## src/ibc_pkg.sv

```systemverilog
// Shared types and constants for the IMU bias calibration unit.
`timescale 1ns / 1ps

package ibc_pkg;

  localparam int AXES       = 6;   // acc x, y, z, gyro x, y, z
  localparam int AXIS_ACC_Z = 2;
  localparam int SMP_W      = 16;  // raw sample width
  localparam int TS_W       = 16;  // millisecond timestamp width
  localparam int MAG_W      = 16;  // magnitude of a rounded mean
  localparam int OFF_W      = 17;  // held offset width (z carries one g)
  localparam int INTV_W     = 10;
  localparam int ONE_G_W    = 15;
  localparam int CFG_AW     = 1;
  localparam int CFG_DW     = 15;

  localparam logic [INTV_W-1:0]  INTV_RST  = 10'd10;
  localparam logic [ONE_G_W-1:0] ONE_G_RST = 15'd4096;

  typedef enum logic [CFG_AW-1:0] {
    CFG_INTERVAL = 1'b0,
    CFG_ONE_G    = 1'b1
  } cfg_idx_t;

endpackage

```

## src/ibc_mean_lane.sv

```systemverilog
// One axis of the mean stage: divide a rounded magnitude by SAMPLES via reciprocal.
`timescale 1ns / 1ps

module ibc_mean_lane #(
  parameter int SAMPLES = 300,
  parameter int SUM_W   = 25
) (
  input  logic                               clk,
  input  logic                               load,
  input  logic [SUM_W-1:0]                   dividend,  // |sum| + SAMPLES/2
  input  logic                               neg,
  output logic signed [ibc_pkg::OFF_W-1:0]   mean
);

  // floor(n * RECIP / 2^SHIFT) == floor(n / SAMPLES) for every n below 2^SUM_W
  localparam int SHIFT   = SUM_W + $clog2(SAMPLES);
  localparam int RECIP_W = SUM_W + 1;
  localparam int PROD_W  = SUM_W + RECIP_W;
  localparam logic [63:0] RECIP_FULL =
    ((64'd1 << SHIFT) + 64'(SAMPLES) - 64'd1) / 64'(SAMPLES);
  localparam logic [RECIP_W-1:0] RECIP = RECIP_FULL[RECIP_W-1:0];

  logic [PROD_W-1:0]         prod;
  logic [ibc_pkg::MAG_W-1:0] quot_r;
  logic                      neg_r;

  assign prod = PROD_W'(dividend) * PROD_W'(RECIP);

  always_ff @(posedge clk) begin
    if (load) begin
      quot_r <= prod[SHIFT +: ibc_pkg::MAG_W];
      neg_r  <= neg;
    end
  end

  always_comb begin
    if (neg_r) begin
      mean = -$signed({1'b0, quot_r});
    end else begin
      mean = $signed({1'b0, quot_r});
    end
  end

endmodule

```

## config.mk

```make
export PLATFORM = sky130hd
export DESIGN_NAME = ibc_mean_lane
export DESIGN_NICKNAME = d
export VERILOG_FILES = /design/src/ibc_pkg.sv /design/src/ibc_mean_lane.sv
export SDC_FILE = /design/constraint.sdc
export NUM_CORES = 1
export LEC_CHECK = 0
export ABC_AREA = 1
export BUFFER_PORTS_ARGS = -buffer_cell sky130_fd_sc_hd__buf_2
export CAP_MARGIN = 0
export CELL_PAD_IN_SITES_DETAIL_PLACEMENT = 1
export CELL_PAD_IN_SITES_GLOBAL_PLACEMENT = 1
export CORE_UTILIZATION = 46
export CTS_BUF_LIST = sky130_fd_sc_hd__clkbuf_4 sky130_fd_sc_hd__clkbuf_8
export CTS_CLUSTER_DIAMETER = 30
export CTS_CLUSTER_SIZE = 28
export DETAILED_ROUTE_END_ITERATION = 16
export HOLD_SLACK_MARGIN = 0.1
export MAX_ROUTING_LAYER = met4
export PLACE_DENSITY_LB_ADDON = 0.15
export SETUP_SLACK_MARGIN = 0.4
export SYNTH_ARGS = -nofsm -noshare
export SYNTH_HDL_FRONTEND = slang
export SYNTH_SLANG_ARGS = --single-unit
```

## constraint.sdc

```tcl
create_clock -name clk -period 6.1 [get_ports clk]
set_input_delay 1.22 -clock clk [delete_from_list [all_inputs] [get_ports clk]]
set_output_delay 1.22 -clock clk [all_outputs]
set_load 0.005 [all_outputs]
```

==> metrics <==
drt drc 0; via-per-instance ratio 5.07; post-synthesis cell type count 31; fmax 157 MHz; failing checks setup timing; worst setup path start dividend[22]; vias 11,129; die height 170 microns; mux share of post-synthesis cell area 0; CTS tree built; Synth Register Bits 17; first drt pass iteration count 4; RePlAce Congestion 0.970; CTS H-Tree Depth 1; Post-synth EDFFs 17; most common flop cell mapped by yosys edfxtp_1; Critical Path Start Type input pin; Setup WS post-layout -0.257 ns; Clock Sinks 17; largest net degree at the start of global routing 18; ant diodes 0; Post-Synth Adder-Cell Area 0.618; clk slew on worst S/H paths 0.08 ns; worst-margin pin slew 0.501 ns; Initial DRC Count 552; cell count after synthesis 1,545; crit path time final 6.36 ns; Worst Path Class, Setup input pin to register; Post-Syn Nets 2,070; Core Region 27,800 sq um; Post-synth ARST share 0; post-route ant nets 0; complex-gate fraction of the synthesized area 0.0557; CTS Hold Bufs 0; syn_area_per_cell 8.40 sq um; Req. time, crit path 6.13 ns; Synth Area in Simple Gates 0.127; sequential cell area fraction in the yosys report 0.0393; CP cell instances buf_8 > fa_2 > inv_2 > fa_1 > inv_2 > fa_1 > inv_2 > fa_2 > inv_2 > fa_2 > inv_2 > fa_2 > fa_1 > inv_2 > ha_4 > nand2_4 > nor2_4 > inv_1 > nor2_1 > nor2_2 > o21ai_2 > nand2_1 > nand4_1 > nand2_1; Top delay family on crit path adder cells; routed wire length 45,500 microns; Congestion Overflow GR 0; filler instances 3,391; FF+latch area 510 sq um; Clock Tree Root clkbuf_8; CP Data Arrival Time 6.39 ns; PortBufs 44; Finished Layout Cells 2,195; Multi-input gate area 11,200 sq um; area delta synth->final 24.2%; hold crit path type input pin to register; final net count 2,343; status complete, but fails checks; unrepaired setup endpoints after global routing true; CP bufs+invs 8; dpl hpwl 41,500 microns; crit share post-route 1.04; mean routed wirelength per cell 20.7 microns; Starting Density 0.467; area share of xor/xnor cells in the synthesized design 0.0128; CP dominant cell by count inv_2; Worst setup EP type register; Die ar. 28,900 sq um; Post-Place Cells 2,185; Final Hold Viols 0; largest family of logic cells by synthesized area adder cells; vias in the first global route 12,848; first-pass GRT wire length 70,700 microns; cell count along the critical path 24; initial antenna violation count 0; clock buffer depth 2; CTS buffer count 3; io pins 45; Syn Std Cell Area 13,000 sq um; die width 170 microns; slowest cell on the critical path fa_2; CP max stage delay 0.56 ns; Setup crit end quot_r[15]; Synth Warn # 0; Slew HR 0.663; max-slew violations 0; Tot GR Track Use 0.341; Setup TNS -3.25 ns; layout cell share with drive strength beyond 1 0.247; final setup fails 16; CP Max Fanout 3; Max-Cap Viols 0; std cell rows 61
-- metal layers --
metal	track usage	up-vias	routed length [microns]
met3	0.0326	93	1840
met2	0.590	242	22600
li1	-	5188	-
met1	0.416	5606	19200
met4	0.118	0	1910
met5	-	-	0
-- final cells by class --
class | count | area share
clock buffers | 3 | 0.00256
clock inverters | 1 | 0.000311
inverters | 507 | 0.118
multi-input cells | 1019 | 0.696
flip-flops and latches | 17 | 0.0317
well taps | 378 | 0.0294
repair buffers | 270 | 0.122
-- synthesized netlist by cell type (all sizes together), types with 14 or more instances --
cell | instances | area (sq um)
a21oi | 68 | 340
nand3 | 43 | 220
edfxtp | 17 | 510
xor2 | 14 | 123
nand4 | 20 | 125
nand2 | 199 | 764
ha | 258 | 3230
nor2 | 89 | 407
fa | 239 | 4780
o21ai | 43 | 215
nor3 | 14 | 105
inv | 507 | 1900
-- cells by family after synthesis --
group / count (synthesis)
and+or+nand+nor: 369
buffers and inverters: 509
DFF: 17
xor gates and xnor gates: 19
adders and majority gates: 497
AOI/OAI and AO/OA: 134
-- cells in the final DEF (no fill, tap or decap), types with 9 or more instances in the layout --
| master | n |
|---|---|
| nand2_2 | 28 |
| nor2_1 | 50 |
| inv_2 | 20 |
| buf_4 | 223 |
| nor2_4 | 18 |
| ha_4 | 15 |
| a21oi_1 | 47 |
| xor2_1 | 14 |
| buf_2 | 39 |
| nand4_1 | 20 |
| nand3_1 | 34 |
| o21ai_1 | 9 |
| nand2_1 | 167 |
| a21oi_2 | 17 |
| fa_2 | 9 |
| inv_1 | 486 |
| nor3_2 | 10 |
| fa_1 | 230 |
| edfxtp_1 | 17 |
| nor2_2 | 21 |
| o21ai_0 | 25 |
| ha_1 | 240 |
-- stage by stage --
step	instance area (sq um)	worst slack (ns)	util	hold slack (ns)
2_1_floorplan	13100	-0.0371	-	1.32
3_3_place_gp	15400	-0.709	0.555	1.40
3_5_place_dp	15400	-0.756	0.555	1.40
4_1_cts	15900	-0.254	0.573	1.12
5_1_grt	16100	-0.459	0.580	1.12
6_report	16100	-0.257	0.580	1.12
-- sequential cells by signal, summed over array words and instances, names as in the netlist --
| register | flops |
|---|---|
| neg_r | 1 |
| quot_r | 16 |
-- timing repair --
item                                    CTS  global route
cloned                                    0             0
endpoints found under the setup margin   16            16
resized for setup                       111            44
setup buffers                             4             2
pin swaps                                30            41
-- worst min path at each step --
stage,cells after the start,to,from
6_report,1,neg_r,neg
5_1_grt,1,neg_r,neg
3_3_place_gp,1,neg_r,neg
3_5_place_dp,1,neg_r,neg
2_1_floorplan,0,neg_r,neg
4_1_cts,1,neg_r,neg
Power is left out: the tool's default activity adds up to more than one toggle a clock period on the data nets, which glitch-free logic cannot reach.
